**config.mk**
```make
export PLATFORM = sky130hd
export DESIGN_NAME = dual_fifo_strict_priority_queue
export DESIGN_NICKNAME = d
export VERILOG_FILES = /design/src/design/dfspq_pkg.sv /design/src/design/dual_fifo_strict_priority_queue.sv /design/src/design/dfspq_cell.sv /design/src/design/dfspq_fifo.sv
export VERILOG_INCLUDE_DIRS = /design/src /design/src/design
export SDC_FILE = /design/constraint.sdc
export NUM_CORES = 1
export LEC_CHECK = 0
export BUFFER_PORTS_ARGS = -buffer_cell sky130_fd_sc_hd__clkbuf_2
export CORE_MARGIN = 4
export CORE_UTILIZATION = 36
export CTS_BUF_LIST = sky130_fd_sc_hd__clkbuf_8
export DETAILED_ROUTE_END_ITERATION = 10
export PLACE_DENSITY = 0.54
export SLEW_MARGIN = 20
export SYNTH_ARGS = -nofsm -noshare
export SYNTH_HDL_FRONTEND = slang
export SYNTH_HIERARCHICAL = 1
export SYNTH_SLANG_ARGS = --single-unit
```
**constraint.sdc**
```tcl
create_clock -name clk -period 4 [get_ports clk]
set_input_delay 0.4 -clock clk [delete_from_list [all_inputs] [get_ports clk]]
set_output_delay 0.4 -clock clk [all_outputs]
set_load 0.01 [all_outputs]
```
**src/design/dual_fifo_strict_priority_queue_assert.svh**
```systemverilog
// Assertion macros for the dual FIFO strict priority queue.
`ifndef DUAL_FIFO_STRICT_PRIORITY_QUEUE_ASSERT_SVH
`define DUAL_FIFO_STRICT_PRIORITY_QUEUE_ASSERT_SVH

// Property that holds at every clock edge outside reset.
`define DFSPQ_ASSERT(lbl, prop) \
    lbl: assert property (@(posedge clk) disable iff (!rst_n) (prop)) \
        else $error("dfspq assertion failed");

// Implication whose consequent is checked in the cycle after the antecedent.
`define DFSPQ_ASSERT_NEXT(lbl, ante, cons) \
    lbl: assert property (@(posedge clk) disable iff (!rst_n) (ante) |=> (cons)) \
        else $error("dfspq assertion failed");

`endif

```
**src/design/dfspq_pkg.sv**
```systemverilog
// Types and constants shared by the dual FIFO strict priority queue.
package dfspq_pkg;

    localparam logic       CMD_ENQUEUE = 1'b0;
    localparam logic       CMD_SERVE   = 1'b1;

    localparam logic [1:0] ST_DONE  = 2'd0;
    localparam logic [1:0] ST_FULL  = 2'd1;
    localparam logic [1:0] ST_EMPTY = 2'd2;

    typedef struct packed {
        logic [15:0] client;
        logic [15:0] purchase;
    } entry_t;

    typedef struct packed {
        logic        cmd;
        logic        to_priority;
        logic [15:0] client_id;
        logic [15:0] purchase_id;
    } req_t;

    typedef struct packed {
        logic [1:0]  status;
        logic [15:0] served_client;
        logic [15:0] served_purchase;
        logic        from_priority;
        logic        end_marker;
        logic [3:0]  normal_count;
        logic [3:0]  priority_count;
    } rsp_t;

    typedef struct packed {
        logic push;
        logic pop;
    } fifo_ctl_t;

    typedef struct packed {
        logic empty;
        logic full;
    } fifo_sts_t;

endpackage

```
**src/design/dual_fifo_strict_priority_queue.sv**
```systemverilog
// Top level of the dual FIFO strict priority queue.
//
// Usage: requests arrive on the req channel (req_valid/req_ready, payload req).
// cmd = enqueue writes {client_id, purchase_id} into the normal or priority
// FIFO as to_priority selects; a full FIFO rejects with status full.
// cmd = serve pops the oldest priority entry, or the oldest normal entry when
// the priority FIFO is empty; with both empty it answers status empty.
// Every transfer on req yields exactly one transfer on rsp, carrying the
// status, the served entry, its origin, an end flag for an all-zero entry and
// both fill levels after the item.
// Latency: the response is valid the cycle after the request transfer.
// Throughput: one item per cycle unless a held response stalls req; each FIFO
// is a row of cells where a push writes one cell and a pop shifts the whole
// row toward the head.
// Reset: both FIFOs come up empty and no response is pending; cell contents
// are left unreset and are never observed before being written.
// Stall: the response register holds while rsp_ready is low; req_ready drops
// until the response is taken, and rises again in the cycle it is taken.
module dual_fifo_strict_priority_queue
    import dfspq_pkg::*;
#(
    parameter int QUEUE_DEPTH = 8
)
(
    input  logic clk,
    input  logic rst_n,
    input  logic req_valid,
    output logic req_ready,
    input  req_t req,
    output logic rsp_valid,
    input  logic rsp_ready,
    output rsp_t rsp
);

`include "dual_fifo_strict_priority_queue_assert.svh"

    localparam int CW = $clog2(QUEUE_DEPTH + 1);

    logic          accept;
    logic          is_serve;
    fifo_ctl_t     n_ctl;
    fifo_ctl_t     p_ctl;
    fifo_sts_t     n_sts;
    fifo_sts_t     p_sts;
    entry_t        n_head;
    entry_t        p_head;
    entry_t        in_entry;
    entry_t        served;
    logic [CW-1:0] n_fill_next;
    logic [CW-1:0] p_fill_next;

    logic rsp_valid_reg;
    logic rsp_valid_next;
    rsp_t rsp_reg;
    rsp_t rsp_next;

    // Output register frees up in the same cycle it is drained.
    assign req_ready = !rsp_valid_reg || rsp_ready;
    assign accept    = req_valid && req_ready;
    assign is_serve  = (req.cmd == CMD_SERVE);

    assign in_entry.client   = req.client_id;
    assign in_entry.purchase = req.purchase_id;

    // Strict priority: normal FIFO is served only when priority is empty.
    assign p_ctl.push = accept && !is_serve && req.to_priority && !p_sts.full;
    assign n_ctl.push = accept && !is_serve && !req.to_priority && !n_sts.full;
    assign p_ctl.pop  = accept && is_serve && !p_sts.empty;
    assign n_ctl.pop  = accept && is_serve && p_sts.empty && !n_sts.empty;

    dfspq_fifo #(
        .DEPTH (QUEUE_DEPTH)
    ) u_normal (
        .clk       (clk),
        .rst_n     (rst_n),
        .ctl       (n_ctl),
        .din       (in_entry),
        .head      (n_head),
        .sts       (n_sts),
        .fill_next (n_fill_next)
    );

    dfspq_fifo #(
        .DEPTH (QUEUE_DEPTH)
    ) u_priority (
        .clk       (clk),
        .rst_n     (rst_n),
        .ctl       (p_ctl),
        .din       (in_entry),
        .head      (p_head),
        .sts       (p_sts),
        .fill_next (p_fill_next)
    );

    // Build the response for the item being accepted.
    always_comb
    begin
        served = p_ctl.pop ? p_head : n_head;

        rsp_next                 = '0;
        rsp_next.normal_count    = 4'(n_fill_next);
        rsp_next.priority_count  = 4'(p_fill_next);

        if (is_serve)
        begin
            if (p_ctl.pop || n_ctl.pop)
            begin
                rsp_next.status          = ST_DONE;
                rsp_next.served_client   = served.client;
                rsp_next.served_purchase = served.purchase;
                rsp_next.from_priority   = p_ctl.pop;
                rsp_next.end_marker      = (served == '0);
            end
            else
            begin
                rsp_next.status = ST_EMPTY;
            end
        end
        else
        begin
            rsp_next.status = (p_ctl.push || n_ctl.push) ? ST_DONE : ST_FULL;
        end
    end

    always_comb
    begin
        priority if (accept)
            rsp_valid_next = 1'b1;
        else if (rsp_ready)
            rsp_valid_next = 1'b0;
        else
            rsp_valid_next = rsp_valid_reg;
    end

    always_ff @(posedge clk or negedge rst_n)
    begin
        if (!rst_n)
            rsp_valid_reg <= 1'b0;
        else
            rsp_valid_reg <= rsp_valid_next;
    end

    // Payload register: loaded only on a request transfer.
    always_ff @(posedge clk)
    begin
        if (accept)
            rsp_reg <= rsp_next;
    end

    assign rsp_valid = rsp_valid_reg;
    assign rsp       = rsp_reg;

    `DFSPQ_ASSERT_NEXT(a_rsp_follows_req, accept, rsp_valid_reg)
    `DFSPQ_ASSERT(a_stall_only_when_held, req_ready || rsp_valid_reg)
    `DFSPQ_ASSERT_NEXT(a_priority_first, p_ctl.pop, rsp_reg.from_priority)
    `DFSPQ_ASSERT(a_end_only_when_done,
        !(rsp_valid_reg && rsp_reg.end_marker) || (rsp_reg.status == ST_DONE))
    `DFSPQ_ASSERT(a_single_pop, !(p_ctl.pop && n_ctl.pop))

endmodule

```
**src/design/dfspq_cell.sv**
```systemverilog
// One storage cell of the shifting FIFO chain.
module dfspq_cell
    import dfspq_pkg::*;
(
    input  logic   clk,
    input  logic   load,
    input  logic   shift,
    input  entry_t din,
    input  entry_t upstream,
    output entry_t data
);

    entry_t data_reg;
    entry_t data_next;

    // Load and shift never coincide: one item either pushes or pops.
    always_comb
    begin
        priority if (load)
            data_next = din;
        else if (shift)
            data_next = upstream;
        else
            data_next = data_reg;
    end

    always_ff @(posedge clk)
    begin
        data_reg <= data_next;
    end

    assign data = data_reg;

endmodule

```
**src/design/dfspq_fifo.sv**
```systemverilog
// Shift FIFO built from a row of cells; head sits in cell 0.
module dfspq_fifo
    import dfspq_pkg::*;
#(
    parameter int DEPTH = 8
)
(
    input  logic                       clk,
    input  logic                       rst_n,
    input  fifo_ctl_t                  ctl,
    input  entry_t                     din,
    output entry_t                     head,
    output fifo_sts_t                  sts,
    output logic [$clog2(DEPTH+1)-1:0] fill_next
);

    localparam int CW = $clog2(DEPTH + 1);

    logic [CW-1:0] fill_reg;
    entry_t        cell_data [DEPTH];
    entry_t        cell_up   [DEPTH];

    for (genvar i = 0; i < DEPTH; i++)
    begin : g_cell
        if (i == DEPTH - 1)
        begin : g_tail
            assign cell_up[i] = cell_data[i];
        end
        else
        begin : g_mid
            assign cell_up[i] = cell_data[i+1];
        end

        dfspq_cell u_cell (
            .clk      (clk),
            .load     (ctl.push && (fill_reg == CW'(i))),
            .shift    (ctl.pop),
            .din      (din),
            .upstream (cell_up[i]),
            .data     (cell_data[i])
        );
    end

    assign head      = cell_data[0];
    assign sts.empty = (fill_reg == '0);
    assign sts.full  = (fill_reg == CW'(DEPTH));

    always_comb
    begin
        priority if (ctl.push)
            fill_next = fill_reg + CW'(1);
        else if (ctl.pop)
            fill_next = fill_reg - CW'(1);
        else
            fill_next = fill_reg;
    end

    always_ff @(posedge clk or negedge rst_n)
    begin
        if (!rst_n)
            fill_reg <= '0;
        else
            fill_reg <= fill_next;
    end

endmodule

```
==> results of run 1 <==
cell usage after synthesis, drive strengths merged:
| cell type | n | area [um^2] |
|---|---|---|
| nand4b | 1 | 23.8 |
| or3 | 2 | 12.5 |
| ha | 8 | 100 |
| or2 | 16 | 100 |
| o21ai | 3 | 15.0 |
| nor3 | 3 | 15.0 |
| clkbuf | 4 | 15.0 |
| mux2 | 512 | 7510 |
| a221o | 2 | 20.0 |
| nand2 | 74 | 278 |
| dfrtp | 9 | 225 |
| nand2b | 13 | 104 |
| edfxtp | 556 | 16700 |
| o41ai | 2 | 55.1 |
| buf | 72 | 1200 |
| nand4 | 7 | 43.8 |
| xnor2 | 2 | 17.5 |
| nor3b | 2 | 15.0 |
| inv | 9 | 33.8 |
| nor4 | 17 | 106 |
| a21oi | 34 | 170 |
| and2 | 1 | 6.26 |
| nor2 | 21 | 78.8 |
| xor2 | 4 | 35.0 |
layout make-up:
class,count,share of cell area [%]
flip-flops and latches,565,57.4
multi-input cells,724,29.9
inverters,9,0.114
diodes,1,0.00848
clock buffers,98,4.57
well taps,959,4.07
repair buffers,125,2.75
clock inverters,71,1.27
repair_timing:
action                    4_1_cts  5_1_grt
hold buffers                    2        0
hold endpoints to repair       10        0
resized for setup               0        0
setup buffers                   0        0
where the power goes:
group | switching [uW] | internal (uW)
registers | 262 | 7240
clock network | 2190 | 2460
logic | 841 | 810
total | 3300 | 10500
worst register-to-register path: stages (launching register included):
cell and delay, ns:
dfrtp_1 0.49, inv_1 0.11, ha_1 0.24, nand2_1 0.07
nor2_1 0.04, nand2b_1 0.16, nor3_1 0.64, nand2b_1 0.37
nor2_4 0.46, buf_4 0.38, mux2_4 0.34
per-stage QoR:
stage / utilization, % / instances / setup slack, ns
after floorplan: - / 1374 / 0.602
after global placement: 37.8 / 2380 / 0.477
after detailed placement: 37.8 / 2380 / 0.414
after CTS: 40.2 / 2551 / 0.427
after global routing: 40.2 / 2552 / 0.106
final: 40.2 / 2552 / 0.455
layer usage:
layer	vias to the layer above	global-route usage [%]	share of wire, %
li1	5600	-	-
met2	270	18.1	43
met4	0	4.46	1.9
met5	-	0	0
met1	5474	18.0	50
met3	62	2.36	5.1
logic make-up (layout without fill, tap and decap cells):
logic type      after synthesis  in the layout  share of synthesized area, %
compound gates               41             41                         0.968
xor+xnor                      6              6                         0.196
fa+ha+maj                     8              8                         0.373
buf+inv                      85            303                          4.64
flops                       565            565                          63.0
mux                         512            512                          27.9
other cells                   0              1                             0
simple gates                157            157                          2.91
final timing paths:
kind	start	endpoint	slack (ns)	cells past startpoint
worst max-delay path	u_priority/fill_reg[0]	u_priority/g_cell[2].u_cell/data[5]	0.45	10
worst min-delay path	rsp_ready	rsp_valid	0.09	3
worst max register to register	u_priority/fill_reg[0]	u_priority/g_cell[2].u_cell/data[5]	0.45	10
worst min register to register	u_priority/g_cell[4].u_cell/data[8]	u_priority/g_cell[3].u_cell/data[8]	0.53	1
max in group asynchronous	rst_n	rsp_valid	3.62	2
min in group asynchronous	rst_n	u_normal/fill_reg[0]	0.16	2
==> summary.txt, run 1 <==
Clock Latency Late Sink -> 0.65 ns
Critical Path Source Type -> register
Top Ports -> 84
Post-Syn Area -> 26900 um^2
most common cell after layout, fill and taps aside -> edfxtp_1
Hold Crit Class -> primary input to register
# port buffers -> 83
crit-path cells -> inv_1, ha_1, nand2_1, nor2_1, nand2b_1, nor3_1, nand2b_1, nor2_4, buf_4, mux2_4
die area -> 79100 um^2
skew final -> 0.0304 ns
WS Path Type -> register to register
Crit-path slowest cell -> nor3_1
die height -> 281 um
crit-path max FO -> 16
Max Root-Sink Buffers -> 3
htree depth -> 3
total power -> 13800 uW
CTS tree -> done
GRT Resource Usage Total -> 12.3%
DRC Markers -> 0
Sequential Area -> 16900 um^2
routability congestion estimate -> 0.735
drt first pass iters -> 5
initial drt markers -> 699
syn avg cell area -> 19.6 um^2
post-layout min period -> 3.55 ns
GR Overflow Total -> 0
Cell Pwr Density -> 468 nW/um^2
post-DP HPWL -> 32300 um
RSZ-0062 raised after global routing -> no
post-synthesis register bit count -> 565
post-route cell area -> 29500 um^2
Fmax -> 0.282 GHz
final hold slack -> 0.0875 ns
global-route wire length before repair -> 74700 um
Avg WL per Cell -> 18.9 um
via count -> 11.4k
Final Hold Viols -> 0
element type at the critical path end -> register
DP Area -> 27800 um^2
Multi-input gate area -> 8810 um^2
vias in the first global route -> 12.0k
final setup fails -> 0
Nets -> 1565
Slew Limit Fails -> 0
max-cap violations -> 0
clk sinks -> 565
Fillers -> 6597
Root Buffer -> clkbuf_8
clock-pin slew of the registers on the worst-case setup and hold paths -> 0.05 ns
status -> complete, no violations
Slew HR -> 32.4%
initial antenna violation count -> 1
initial core utilization -> 36.6%
layout cells sized above 1 -> 48.7%
Crit path top cell by count -> nand2b_1
post-synthesis cell count -> 1374
post-synth net total -> 1420
Final Routed Wirelength -> 48300 um
post-synth cell types -> 31
core footprint -> 73500 um^2
most frequent cells in the layout -> 556 x edfxtp_1, 464 x mux2_4, 98 x clkbuf_8
Buf/Inv on CP -> 2
via/cell ratio -> 4.47
post-synthesis sequential area ratio -> 63.0%
ANT nets after route -> 0
Slew @ Worst Pin -> 1.01 ns
Top delay family on crit path -> simple AND/OR/NAND/NOR gates
Leak -> 0.0107 uW
die width -> 281 um
Arr. time, crit path -> 3.94 ns
CTS Buf Count -> 94
setup TNS -> 0 ns
largest net degree at the start of global routing -> 46
# rows -> 99
Synth warnings -> 6
max incr delay on CP -> 0.64 ns
Peak VDD IR -> 0.191 mV
Synth-to-Final Area Change -> 9.80%
Tcrit/Tclk final -> 88.6%
CP Data Required Time -> 4.39 ns
No activity file was read; power rests on OpenSTA's default activity.
==> inputs of run 2 (changes only) <==
--- a/config.mk
+++ b/config.mk
@@ -15,5 +15,4 @@
 export SLEW_MARGIN = 20
 export SYNTH_ARGS = -nofsm -noshare
 export SYNTH_HDL_FRONTEND = slang
-export SYNTH_HIERARCHICAL = 1
 export SYNTH_SLANG_ARGS = --single-unit
==> summary.txt, run 2 <==
htree depth -> 3
P_sw -> 3130 uW
Post-synth ARST share -> 1.59%
Nets -> 1412
ranking of synthesized cells by area -> edfxtp_1 71%, mux2_2 21%, a22o_1 1.2%, dfrtp_1 0.96%, buf_2 0.74%
via/cell ratio -> 4.88
global-route wire length before repair -> 77500 um
Synth warnings -> 0
CTS tree -> done
Post-Syn Area -> 23600 um^2
final hold slack -> 0.0973 ns
drt first pass iters -> 5
clk sinks -> 565
post-layout min period -> 3.21 ns
RSZ-0062 raised after global routing -> no
pre-CTS WS -> 0.807 ns
Fmax -> 0.311 GHz
post-route cell area -> 26500 um^2
Setup WS post-layout -> 0.787 ns
Fillers -> 5773
reg2reg path depth -> 5
skew final -> 0.0306 ns
most common library cells after synthesis -> 556 x edfxtp_1, 446 x mux2_2, 39 x clkbuf_1
initial core utilization -> 36.5%
Slew @ Worst Pin -> 0.972 ns
hold path startpoint -> req[33]
CP Data Required Time -> 4.27 ns
share of the synthesized area in the top cell type -> 70.8%
largest net degree at the start of global routing -> 45
DRC Markers -> 0
Final Hold Viols -> 0
Max Root-Sink Buffers -> 3
post-synth cell types -> 44
final setup fails -> 0
Peak VDD IR -> 0.243 mV
Avg WL per Cell -> 22.4 um
count leader, synth -> edfxtp_1
# port buffers -> 83
Int Pwr -> 9910 uW
Critical Path Sink -> u_normal.g_cell[6].u_cell.data[19]
final core occ -> 41.1%
clock group share of total power -> 35.6%
post-DP HPWL -> 32000 um
max-cap violations -> 0
combinational power share -> 8.9%
post-synthesis cell count -> 1253
Arr. time, crit path -> 3.48 ns
setup TNS -> 0 ns
Post-CTS Setup Bufs -> 0
Top Ports -> 84
most common cell after layout, fill and taps aside -> edfxtp_1
Clock Latency Late Sink -> 0.67 ns
share of power burned in registers -> 55.5%
CTS Buf Count -> 92
Critical Path Source -> u_priority.fill_reg[0]
most frequent cells in the layout -> 556 x edfxtp_1, 446 x mux2_2, 96 x clkbuf_8
initial antenna violation count -> 1
layout cells sized above 1 -> 48.8%
prevailing post-synth register cell -> edfxtp_1
via count -> 11.2k
reg2reg end -> u_normal.g_cell[6].u_cell.data[19]
initial drt markers -> 807
Cell Pwr Density -> 492 nW/um^2
die area -> 69600 um^2
Multi-input gate area -> 6180 um^2
routability congestion estimate -> 0.775
Critical Path Source Type -> register
Leak -> 0.00893 uW
Post-synth EDFFs -> 556
syn avg cell area -> 18.8 um^2
clock-pin slew of the registers on the worst-case setup and hold paths -> 0.06 ns
WS Path Type -> register to register
die width -> 264 um
Tcrit/Tclk final -> 80.3%
Synth-to-Final Area Change -> 12.6%
Hold Crit Class -> primary input to register
# rows -> 93
core footprint -> 64600 um^2
area leader, netlist -> edfxtp_1
Slew Limit Fails -> 0
post-synth net total -> 1300
post-synthesis register bit count -> 565
status -> complete, no violations
Root Buffer -> clkbuf_8
crit-path max FO -> 32
DP Area -> 24800 um^2
GR Overflow Total -> 0
Final Routed Wirelength -> 51300 um
switching portion of total power -> 24.0%
Worst R2R Setup Slack -> 0.79 ns
ANT nets after route -> 0
RR Startpoint -> u_priority.fill_reg[0]
die height -> 264 um
GRT Resource Usage Total -> 14.7%
element type at the critical path end -> register
Sequential Area -> 16900 um^2
Slew HR -> 35.2%
post-synthesis sequential area ratio -> 71.8%
vias in the first global route -> 11.6k
run 2: area by class of cell:
| cell class | count | area share (%) |
|---|---|---|
| Sequential cell | 565 | 63.8 |
| Timing Repair Buffer | 111 | 2.42 |
| Multi-Input combinational cell | 589 | 23.3 |
| Clock inverter | 67 | 1.41 |
| Antenna cell | 1 | 0.00943 |
| Inverter | 6 | 0.0849 |
| Tap cell | 855 | 4.03 |
| Clock buffer | 96 | 4.98 |
run 2: how the worst min path moves through the flow:
stage,end,slack (ns),cells after the start
finish,rsp[42],0.1,2
global route,rsp[42],0.06,2
CTS,rsp[42],0.01,2
detailed placement,u_normal.fill_reg[2],0.29,1
global placement,u_normal.fill_reg[2],0.28,1
floorplan,rsp_valid,0.10,0
run 2: logic make-up after synthesis:
group / share of synthesized area (%)
simple gates: 2.49
buf+inv: 2.05
compound gates: 1.54
xor+xnor: 0.186
fa+ha+maj: 0.478
flops: 71.8
mux: 21.4
run 2: layer usage:
| layer | track usage [%] | part of all wire (%) |
|---|---|---|
| met5 | 0 | 0 |
| met4 | 5.13 | 2.3 |
| met3 | 2.85 | 4.9 |
| met2 | 21.1 | 43 |
| met1 | 22.2 | 50 |
run 2: power by group through the flow:
stage / registers (uW) / logic [uW] / clock network (uW)
detailed placement: 7350 / 1150 / 0
finish: 7240 / 1160 / 4650
global placement: 7340 / 1150 / 0
global route: 7270 / 1270 / 5110
floorplan: 7290 / 775 / 0
CTS: 7240 / 1170 / 4820
run 2: metrics by stage:
step,power (uW),cells
after CTS,13200,2289
after global placement,8490,2124
after floorplan,8060,1253
after detailed placement,8510,2124
final,13000,2290
after global routing,13600,2290
run 2: critical path, cell delays in order (launching register included):
cell and delay (ns):
dfrtp_1 0.46, inv_1 0.14, ha_1 0.21, or3b_2 0.51, or4_1 0.74, nand2_2 0.73
run 2: what timing repair did:
item,4_1_cts,5_1_grt
hold endpoints to repair,10,0
hold buffers,2,0
gates resized for setup,0,0
